--- src/rtl/core/dop_pkg.sv ---
package dop_pkg;

  // one options-area byte with its end-of-area mark
  typedef struct packed {
    logic [7:0] data_byte;
    logic       last;
  } dop_in_t;

  // parse summary given once per packet
  typedef struct packed {
    logic        status;
    logic [7:0]  message_type;
    logic [31:0] netmask;
    logic [31:0] router;
    logic [31:0] dns_primary;
    logic [31:0] dns_secondary;
    logic [31:0] broadcast_addr;
    logic [31:0] lease_seconds;
    logic [31:0] server_id;
    logic [31:0] renewal_seconds;
    logic [31:0] rebind_seconds;
  } dop_out_t;

endpackage

--- src/rtl/core/dop_parse.sv ---
module dop_parse (
  input  logic              clk_i,
  input  logic              rst_ni,
  input  logic              take_i,
  input  dop_pkg::dop_in_t  in_data_i,
  output logic              res_valid_o,
  output dop_pkg::dop_out_t res_data_o
);
  import dop_pkg::*;

  typedef enum logic [2:0] {
    PH_COOKIE = 3'd0,
    PH_CODE   = 3'd1,
    PH_LEN    = 3'd2,
    PH_VALUE  = 3'd3,
    PH_STOP   = 3'd4,
    PH_BAD    = 3'd5
  } phase_e;

  localparam logic [7:0] COOKIE_BYTES [4] = '{8'h63, 8'h82, 8'h53, 8'h63};

  localparam logic [7:0] OPT_PAD       = 8'd0;
  localparam logic [7:0] OPT_SUBNET    = 8'd1;
  localparam logic [7:0] OPT_ROUTER    = 8'd3;
  localparam logic [7:0] OPT_DNS       = 8'd6;
  localparam logic [7:0] OPT_BROADCAST = 8'd28;
  localparam logic [7:0] OPT_LEASE     = 8'd51;
  localparam logic [7:0] OPT_MSG_TYPE  = 8'd53;
  localparam logic [7:0] OPT_SERVER    = 8'd54;
  localparam logic [7:0] OPT_RENEWAL   = 8'd58;
  localparam logic [7:0] OPT_REBIND    = 8'd59;
  localparam logic [7:0] OPT_END       = 8'd255;

  localparam int unsigned NumFields = 9;
  localparam logic [3:0] F_MASK   = 4'd0;
  localparam logic [3:0] F_ROUTER = 4'd1;
  localparam logic [3:0] F_DNS1   = 4'd2;
  localparam logic [3:0] F_DNS2   = 4'd3;
  localparam logic [3:0] F_BCAST  = 4'd4;
  localparam logic [3:0] F_LEASE  = 4'd5;
  localparam logic [3:0] F_SERVER = 4'd6;
  localparam logic [3:0] F_RENEW  = 4'd7;
  localparam logic [3:0] F_REBIND = 4'd8;

  phase_e      phase_q, phase_d;
  logic [1:0]  cnt_q, cnt_d;
  logic [7:0]  code_q, code_d;
  logic [7:0]  len_q, len_d;
  logic [7:0]  off_q, off_d;
  logic [31:0] stage_q [2];
  logic [31:0] stage_d [2];
  logic [31:0] field_q [NumFields];
  logic [31:0] field_d [NumFields];
  logic [7:0]  type_q, type_d;
  logic        commit;
  logic [1:0]  lane;
  logic [7:0]  b;

  assign b    = in_data_i.data_byte;
  assign lane = 2'd3 - off_q[1:0];

  always_comb begin
    phase_d = phase_q;
    cnt_d   = cnt_q;
    code_d  = code_q;
    len_d   = len_q;
    off_d   = off_q;
    stage_d = stage_q;
    field_d = field_q;
    type_d  = type_q;
    commit  = 1'b0;

    unique case (phase_q)
      PH_COOKIE: begin
        if (b != COOKIE_BYTES[cnt_q]) begin
          phase_d = PH_BAD;
        end else begin
          cnt_d = cnt_q + 2'd1;
          if (cnt_q == 2'd3) begin
            phase_d = PH_CODE;
          end
        end
      end
      PH_CODE: begin
        if (b == OPT_END) begin
          phase_d = PH_STOP;
        end else if (b != OPT_PAD) begin
          code_d  = b;
          phase_d = PH_LEN;
        end
      end
      PH_LEN: begin
        // a zero-length option never fills a field, so it just closes here
        len_d      = b;
        off_d      = 8'd0;
        stage_d[0] = 32'd0;
        stage_d[1] = 32'd0;
        phase_d    = (b == 8'd0) ? PH_CODE : PH_VALUE;
      end
      PH_VALUE: begin
        if (off_q < 8'd8) begin
          stage_d[off_q[2]][{lane, 3'b000} +: 8] = b;
        end
        off_d = off_q + 8'd1;
        if (off_d >= len_q) begin
          commit  = 1'b1;
          phase_d = PH_CODE;
        end
      end
      PH_STOP, PH_BAD: begin
      end
      default: begin
      end
    endcase

    if (commit) begin
      if (code_q == OPT_MSG_TYPE) begin
        if (len_q != 8'd0) begin
          type_d = stage_d[0][31:24];
        end
      end else if (len_q >= 8'd4) begin
        unique case (code_q)
          OPT_SUBNET:    field_d[F_MASK]   = stage_d[0];
          OPT_ROUTER:    field_d[F_ROUTER] = stage_d[0];
          OPT_DNS: begin
            field_d[F_DNS1] = stage_d[0];
            if (len_q >= 8'd8) begin
              field_d[F_DNS2] = stage_d[1];
            end
          end
          OPT_BROADCAST: field_d[F_BCAST]  = stage_d[0];
          OPT_LEASE:     field_d[F_LEASE]  = stage_d[0];
          OPT_SERVER:    field_d[F_SERVER] = stage_d[0];
          OPT_RENEWAL:   field_d[F_RENEW]  = stage_d[0];
          OPT_REBIND:    field_d[F_REBIND] = stage_d[0];
          default: begin
          end
        endcase
      end
    end
  end

  // summary built from the state as it stands after this byte
  always_comb begin
    res_data_o = '0;
    if (phase_d == PH_COOKIE || phase_d == PH_BAD) begin
      res_data_o.status = 1'b1;
    end else begin
      res_data_o.message_type    = type_d;
      res_data_o.netmask         = field_d[F_MASK];
      res_data_o.router          = field_d[F_ROUTER];
      res_data_o.dns_primary     = field_d[F_DNS1];
      res_data_o.dns_secondary   = field_d[F_DNS2];
      res_data_o.broadcast_addr  = field_d[F_BCAST];
      res_data_o.lease_seconds   = field_d[F_LEASE];
      res_data_o.server_id       = field_d[F_SERVER];
      res_data_o.renewal_seconds = field_d[F_RENEW];
      res_data_o.rebind_seconds  = field_d[F_REBIND];
    end
  end

  assign res_valid_o = take_i && in_data_i.last;

  always_ff @(posedge clk_i or negedge rst_ni) begin
    if (!rst_ni) begin
      phase_q <= PH_COOKIE;
      cnt_q   <= 2'd0;
      code_q  <= 8'd0;
      len_q   <= 8'd0;
      off_q   <= 8'd0;
      stage_q <= '{default: 32'd0};
      field_q <= '{default: 32'd0};
      type_q  <= 8'd0;
    end else if (take_i) begin
      if (in_data_i.last) begin
        phase_q <= PH_COOKIE;
        cnt_q   <= 2'd0;
        code_q  <= 8'd0;
        len_q   <= 8'd0;
        off_q   <= 8'd0;
        stage_q <= '{default: 32'd0};
        field_q <= '{default: 32'd0};
        type_q  <= 8'd0;
      end else begin
        phase_q <= phase_d;
        cnt_q   <= cnt_d;
        code_q  <= code_d;
        len_q   <= len_d;
        off_q   <= off_d;
        stage_q <= stage_d;
        field_q <= field_d;
        type_q  <= type_d;
      end
    end
  end

endmodule

--- src/rtl/core/dop_skid.sv ---
module dop_skid (
  input  logic              clk_i,
  input  logic              rst_ni,
  input  logic              push_i,
  input  dop_pkg::dop_out_t push_data_i,
  output logic              push_ready_o,
  output logic              out_valid_o,
  input  logic              out_ready_i,
  output dop_pkg::dop_out_t out_data_o
);
  import dop_pkg::*;

  dop_out_t out_q;
  dop_out_t skid_q;
  logic     out_valid_q;
  logic     skid_valid_q;
  logic     pop;

  assign pop          = out_valid_q && out_ready_i;
  assign push_ready_o = !skid_valid_q;
  assign out_valid_o  = out_valid_q;
  assign out_data_o   = out_q;

  always_ff @(posedge clk_i or negedge rst_ni) begin
    if (!rst_ni) begin
      out_valid_q  <= 1'b0;
      skid_valid_q <= 1'b0;
    end else if (out_valid_q && !pop) begin
      if (push_i) begin
        skid_valid_q <= 1'b1;
      end
    end else begin
      out_valid_q  <= skid_valid_q || push_i;
      skid_valid_q <= 1'b0;
    end
  end

  always_ff @(posedge clk_i) begin
    if (out_valid_q && !pop) begin
      if (push_i) begin
        skid_q <= push_data_i;
      end
    end else if (skid_valid_q) begin
      out_q <= skid_q;
    end else if (push_i) begin
      out_q <= push_data_i;
    end
  end

endmodule

--- src/rtl/core/dhcp_option_parser.sv ---
// a last word's summary is registered in the result register or the skid entry
// throughput: one options byte per cycle; the per-byte parse is one state update
// output side has a result register plus one skid entry, so input stalls only
// when both hold an untaken summary
// reset: asynchronous active low, parser returns to cookie check, fields cleared
module dhcp_option_parser (
  input  logic              clk_i,
  input  logic              rst_ni,
  input  logic              in_valid_i,
  output logic              in_ready_o,
  input  dop_pkg::dop_in_t  in_data_i,
  output logic              out_valid_o,
  input  logic              out_ready_i,
  output dop_pkg::dop_out_t out_data_o
);
  import dop_pkg::*;

  // word accepted this cycle
  logic     take;
  // summary produced by the word marked last
  logic     res_valid;
  dop_out_t res_data;

  assign take = in_valid_i && in_ready_o;

  // cookie check, option walk and field commit, one byte per accepted word
  dop_parse u_parse (
    .clk_i       (clk_i),
    .rst_ni      (rst_ni),
    .take_i      (take),
    .in_data_i   (in_data_i),
    .res_valid_o (res_valid),
    .res_data_o  (res_data)
  );

  // result register with skid entry, decouples input from output backpressure
  dop_skid u_skid (
    .clk_i        (clk_i),
    .rst_ni       (rst_ni),
    .push_i       (res_valid),
    .push_data_i  (res_data),
    .push_ready_o (in_ready_o),
    .out_valid_o  (out_valid_o),
    .out_ready_i  (out_ready_i),
    .out_data_o   (out_data_o)
  );

endmodule

--- config.mk ---
export PLATFORM = sky130hd
export DESIGN_NAME = dhcp_option_parser
export DESIGN_NICKNAME = d
export VERILOG_FILES = /design/src/rtl/core/dop_pkg.sv /design/src/rtl/core/dop_parse.sv /design/src/rtl/core/dop_skid.sv /design/src/rtl/core/dhcp_option_parser.sv
export SDC_FILE = /design/constraint.sdc
export NUM_CORES = 2
export LEC_CHECK = 0
export BUFFER_PORTS_ARGS = -buffer_cell sky130_fd_sc_hd__buf_2
export CAP_MARGIN = 25
export CORE_UTILIZATION = 50
export CTS_BUF_LIST = sky130_fd_sc_hd__clkbuf_4 sky130_fd_sc_hd__clkbuf_8
export DETAILED_ROUTE_END_ITERATION = 8
export PLACE_DENSITY = 0.71
export SYNTH_ARGS = -nofsm -noshare
export SYNTH_HDL_FRONTEND = slang
export SYNTH_SLANG_ARGS = --single-unit
--- constraint.sdc ---
create_clock -name clk_i -period 45 [get_ports clk_i]
set_input_delay 4.5 -clock clk_i [delete_from_list [all_inputs] [get_ports clk_i]]
set_output_delay 4.5 -clock clk_i [all_outputs]
set_load 0.02 [all_outputs]
==> metrics.txt <==
# TYPE chip_impl_metric gauge
chip_impl_metric{name="worst_ep_required_time",unit="ns"} 45.46
chip_impl_info{name="result_of_the_run",value="finished clean"} 1
chip_impl_metric{name="post_syn_area_per_cell",unit="um2"} 11.5
chip_impl_metric{name="finalSetupViolCount",unit=""} 0
chip_impl_metric{name="drv.max_cap_violation_count",unit=""} 0
chip_impl_metric{name="max_freq",unit="GHz"} 0.130
chip_impl_metric{name="p_total",unit="mW"} 2.06
chip_impl_metric{name="clk_pin_slew_worst_paths",unit="ns"} 0.06
chip_impl_metric{name="drt.antenna.violating_nets",unit=""} 0
chip_impl_metric{name="groute.usage.overall",unit="%"} 28.6
chip_impl_metric{name="vias_in_the_first_global_route",unit=""} 28300
chip_impl_metric{name="final_layout_size_suffix_gt1_share",unit="%"} 18.3
chip_impl_metric{name="mappedNetlistNets",unit=""} 3632
chip_impl_metric{name="synth_top_area_share",unit="%"} 43.1
chip_impl_info{name="post_synth_main_area_contributors",value="sky130_fd_sc_hd__edfxtp_1 43%, sky130_fd_sc_hd__dfrtp_1 24%, sky130_fd_sc_hd__nand2_1 6.4%"} 1
chip_impl_metric{name="routed_wl",unit="um"} 122000
chip_impl_info{name="yosys-top-cells-count",value="707 x sky130_fd_sc_hd__nand2_1, 594 x sky130_fd_sc_hd__edfxtp_1, 515 x sky130_fd_sc_hd__o21ai_0"} 1
chip_impl_metric{name="summed_instance_area_of_the_synthesized_netlist",unit="mm2"} 0.0414
chip_impl_metric{name="top_level_ports",unit=""} 312
chip_impl_metric{name="fp.dieArea",unit="mm2"} 0.0840
chip_impl_metric{name="fin_crit_sh",unit="%"} 17.1
chip_impl_metric{name="number_of_flops_mapped_to_enable_cells_by_yosys",unit=""} 594
chip_impl_metric{name="post_synth_fa_ha_maj_area_fraction",unit="%"} 0.513
chip_impl_info{name="synth_top_family_by_area",value="compound AO/OA/AOI/OAI gates"} 1
chip_impl_metric{name="synth-xor-area-share",unit="%"} 0.148
chip_impl_metric{name="slew_violations",unit=""} 0
chip_impl_metric{name="hold_violations",unit=""} 0
chip_impl_info{name="grt_setup_unrepaired",value="false"} 1
chip_impl_info{name="cp_cell_sequence",value="buf_2 -> buf_4 -> nand2_1 -> nor2_4 -> buf_4 -> buf_4 -> buf_4 -> buf_4"} 1
chip_impl_metric{name="syn2layout_area_growth",unit="%"} 14.7
chip_impl_info{name="critical_path.top_delay_family",value="buffers and inverters"} 1
chip_impl_metric{name="std_cell_rows",unit=""} 105
chip_impl_metric{name="syn-instance-count",unit=""} 3602
chip_impl_metric{name="finalCoreUtilization",unit="%"} 58.0
chip_impl_metric{name="antenna_violations_before_repair",unit=""} 6
chip_impl_metric{name="hpwlAfterDp",unit="um"} 75700
chip_impl_metric{name="first_iter_violations",unit=""} 3591
chip_impl_metric{name="die_height",unit="um"} 290
chip_impl_metric{name="grt_overflow",unit=""} 0
chip_impl_metric{name="wl_per_cell",unit="um"} 23.9
chip_impl_metric{name="final.setup.tns",unit="ns"} 0
chip_impl_metric{name="finalCriticalPeriod",unit="ns"} 7.71
chip_impl_metric{name="synth_warnings",unit=""} 0
chip_impl_info{name="setup.worst_path.end_class",value="flop"} 1
chip_impl_metric{name="cts_hold_buf",unit=""} 0
chip_impl_metric{name="initial_utilization",unit="%"} 50.5
chip_impl_metric{name="total_leakage_power",unit="nW"} 18.2
chip_impl_info{name="count_leader_synth",value="sky130_fd_sc_hd__nand2_1"} 1
chip_impl_metric{name="post_synth_num_cell_types",unit=""} 68
chip_impl_metric{name="ctsHtreeMaxLevel",unit=""} 4
chip_impl_metric{name="insertion_delay",unit="ns"} 0.84
chip_impl_metric{name="via_per_inst",unit=""} 5.80
chip_impl_info{name="clock_tree.root_cell",value="sky130_fd_sc_hd__clkbuf_8"} 1
chip_impl_metric{name="synth_compound_gate_area_share",unit="%"} 12.5
chip_impl_metric{name="tightestPinTransition",unit="ns"} 1.37
chip_impl_metric{name="clock_skew",unit="ns"} 0.0447
chip_impl_metric{name="grt_first_pass_wirelength",unit="um"} 179000
chip_impl_metric{name="cts.sinks",unit=""} 985
chip_impl_metric{name="critical_path_arrival",unit="ns"} 8.16
chip_impl_metric{name="final_cell_count_no_fill",unit=""} 5099
chip_impl_info{name="clock_tree_from_tritoncts",value="done"} 1
chip_impl_metric{name="multiplexer_area_fraction_after_synthesis",unit="%"} 5.53
chip_impl_metric{name="critPathMaxFanout",unit=""} 67
chip_impl_metric{name="post-cts-setup-buffers",unit=""} 0
chip_impl_metric{name="post_cts_resize_count",unit=""} 0
chip_impl_info{name="critical-path-top-cell-by-count",value="sky130_fd_sc_hd__buf_4"} 1
chip_impl_metric{name="max_slew_margin",unit="%"} 8.98
chip_impl_metric{name="number_of_placed_cells_counting_well_taps",unit=""} 4794
chip_impl_metric{name="synth_async_sr_flop_share",unit="%"} 39.7
chip_impl_metric{name="synth_simple_gate_area_share",unit="%"} 11.8
chip_impl_metric{name="buffer_and_inverter_count_on_the_worst_path",unit=""} 6
chip_impl_metric{name="cts_inserted_buffers",unit=""} 158
chip_impl_metric{name="grt_start_max_net_pins",unit=""} 217
chip_impl_metric{name="power_per_cell_area",unit="mW/mm2"} 43.3
chip_impl_metric{name="placement.io_buffers",unit=""} 311
chip_impl_info{name="slowest_stage",value="sky130_fd_sc_hd__buf_4"} 1
chip_impl_metric{name="vdd_ir_drop_max",unit="mV"} 0.0687
chip_impl_info{name="holdCritPathClass",value="reg2reg"} 1
chip_impl_metric{name="delay_contributed_by_the_slowest_stage_of_the_critical_path",unit="ns"} 0.85
chip_impl_metric{name="core_area",unit="mm2"} 0.0820
chip_impl_metric{name="place.gp.congestion",unit=""} 0.916
chip_impl_metric{name="dieWidth",unit="um"} 290
chip_impl_info{name="crit_type",value="in2reg"} 1
chip_impl_metric{name="detail_route.drc_violations",unit=""} 0
chip_impl_metric{name="final_net_count",unit=""} 3924
chip_impl_metric{name="max-clock-path-buffers",unit=""} 3
chip_impl_metric{name="firstDrtPassIters",unit=""} 9
chip_impl_info{name="synth_top_flop_cell",value="sky130_fd_sc_hd__edfxtp_1"} 1
chip_impl_info{name="synth_area_leader_cell",value="sky130_fd_sc_hd__edfxtp_1"} 1
chip_impl_metric{name="ys_ff_latch",unit=""} 985
chip_impl_info{name="worstSetupStartpointType",value="input port"} 1
chip_impl_metric{name="detailroute.via_count",unit=""} 29600
chip_impl_metric{name="synth_sequential_area_ratio",unit="%"} 66.7
-- worst reg2reg max path: stages (launching register included) --
cell and delay [ns]:
sky130_fd_sc_hd__dfrtp_1 0.62, sky130_fd_sc_hd__ha_1 0.44, sky130_fd_sc_hd__nand3_1 0.17, sky130_fd_sc_hd__nor2_1 0.16, sky130_fd_sc_hd__xor2_1 0.10, sky130_fd_sc_hd__ha_1 0.30
sky130_fd_sc_hd__nand2_1 0.05, sky130_fd_sc_hd__o21a_1 0.37, sky130_fd_sc_hd__nand3_1 0.19, sky130_fd_sc_hd__o211ai_1 0.16, sky130_fd_sc_hd__a211oi_4 0.26, sky130_fd_sc_hd__buf_12 0.69
sky130_fd_sc_hd__buf_4 0.95, sky130_fd_sc_hd__nor2_1 0.24
-- routing by layer --
layer / GRT usage (%) / vias to the layer above / wire, um / share of wire, %
met5: 0 / - / 74 / 0.061
li1: - / 13300 / - / -
met1: 37.0 / 14500 / 47400 / 39
met4: 12.9 / 8 / 5210 / 4.3
met3: 7.65 / 286 / 11400 / 9.3
met2: 45.4 / 1467 / 57900 / 47
-- where the power goes --
part / switching [mW] / internal (mW) / total (mW)
registers: 0.0161 / 0.985 / 1.00
clock network: 0.369 / 0.434 / 0.803
logic: 0.211 / 0.0418 / 0.253
-- per-stage QoR --
step           instance area (um2)  hold slack [ns]  setup slack (ns)
2_1_floorplan                41400            0.444             24.80
3_5_place_dp                 44000            0.465             35.99
5_1_grt                      47500            0.492             37.11
6_report                     47500            0.476             37.29
4_1_cts                      47300            0.478             36.87
3_3_place_gp                 43900            0.456             36.06
-- kinds of logic (layout without fill, tap and decap cells) --
| family | count (synthesis) | in the layout |
|---|---|---|
| AND/OR/NAND/NOR | 1213 | 1213 |
| flip-flops | 985 | 985 |
| AO/OA/AOI/OAI | 872 | 872 |
| buffers and inverters | 280 | 704 |
| multiplexers | 228 | 228 |
| adder cells (fa/ha/maj) | 17 | 17 |
| XOR/XNOR | 7 | 7 |
| other | 0 | 3 |
-- state kept, by name, summed over array words and instances (netlist names) --
name,count
u_parse.cnt_q,2
u_parse.phase_q,3
u_skid.skid_valid_q,1
u_skid.out_valid_o,1
u_parse.field_q,288
u_parse.code_q,8
u_skid.out_data_o,297
u_parse.off_q,8
u_parse.len_q,8
u_parse.stage_q,64
u_parse.type_q,8
u_skid.skid_q,297
-- worst paths after layout --
| path | start | end | slack, ns | cells past startpoint |
|---|---|---|---|---|
| max | in_data_i[0] | u_skid.skid_q[144] | 37.29 | 8 |
| min | u_parse.field_q[131] | u_parse.field_q[131] | 0.48 | 2 |
| max reg2reg | u_parse.off_q[0] | u_skid.skid_q[58] | 40.01 | 13 |
| min reg2reg | u_parse.field_q[131] | u_parse.field_q[131] | 0.48 | 2 |
| max in group asynchronous | rst_ni | u_parse.stage_q[32] | 39.15 | 4 |
| min in group asynchronous | rst_ni | u_parse.field_q[274] | 3.76 | 1 |
-- cells in the final DEF (no fill, tap or decap), types with 9 or more instances in the layout --
cell type	n
sky130_fd_sc_hd__nand2_1	706
sky130_fd_sc_hd__clkinv_2	19
sky130_fd_sc_hd__mux2i_1	221
sky130_fd_sc_hd__a21o_1	19
sky130_fd_sc_hd__nor2_2	11
sky130_fd_sc_hd__nor2_1	375
sky130_fd_sc_hd__o21ai_0	515
sky130_fd_sc_hd__edfxtp_1	594
sky130_fd_sc_hd__clkbuf_4	65
sky130_fd_sc_hd__nand2b_1	18
sky130_fd_sc_hd__o21ai_2	9
sky130_fd_sc_hd__dfrtp_1	390
sky130_fd_sc_hd__nand3_1	28
sky130_fd_sc_hd__clkinv_1	12
sky130_fd_sc_hd__a22o_1	122
sky130_fd_sc_hd__buf_2	311
sky130_fd_sc_hd__or2_2	10
sky130_fd_sc_hd__ha_1	17
sky130_fd_sc_hd__a21oi_1	35
sky130_fd_sc_hd__inv_1	24
sky130_fd_sc_hd__clkbuf_8	178
sky130_fd_sc_hd__o21ai_1	127
sky130_fd_sc_hd__buf_4	61
-- area by class of cell --
type	instances	area [um2]
fill	6816	34400
sequential	985	27600
multi-input combinational	2337	12800
clock buffer	243	2940
timing repair buffer	388	2350
tap	1070	1340
clock inverter	49	412
inverter	24	90.1
antenna	3	7.51
No activity file was read; power rests on OpenSTA's default activity.
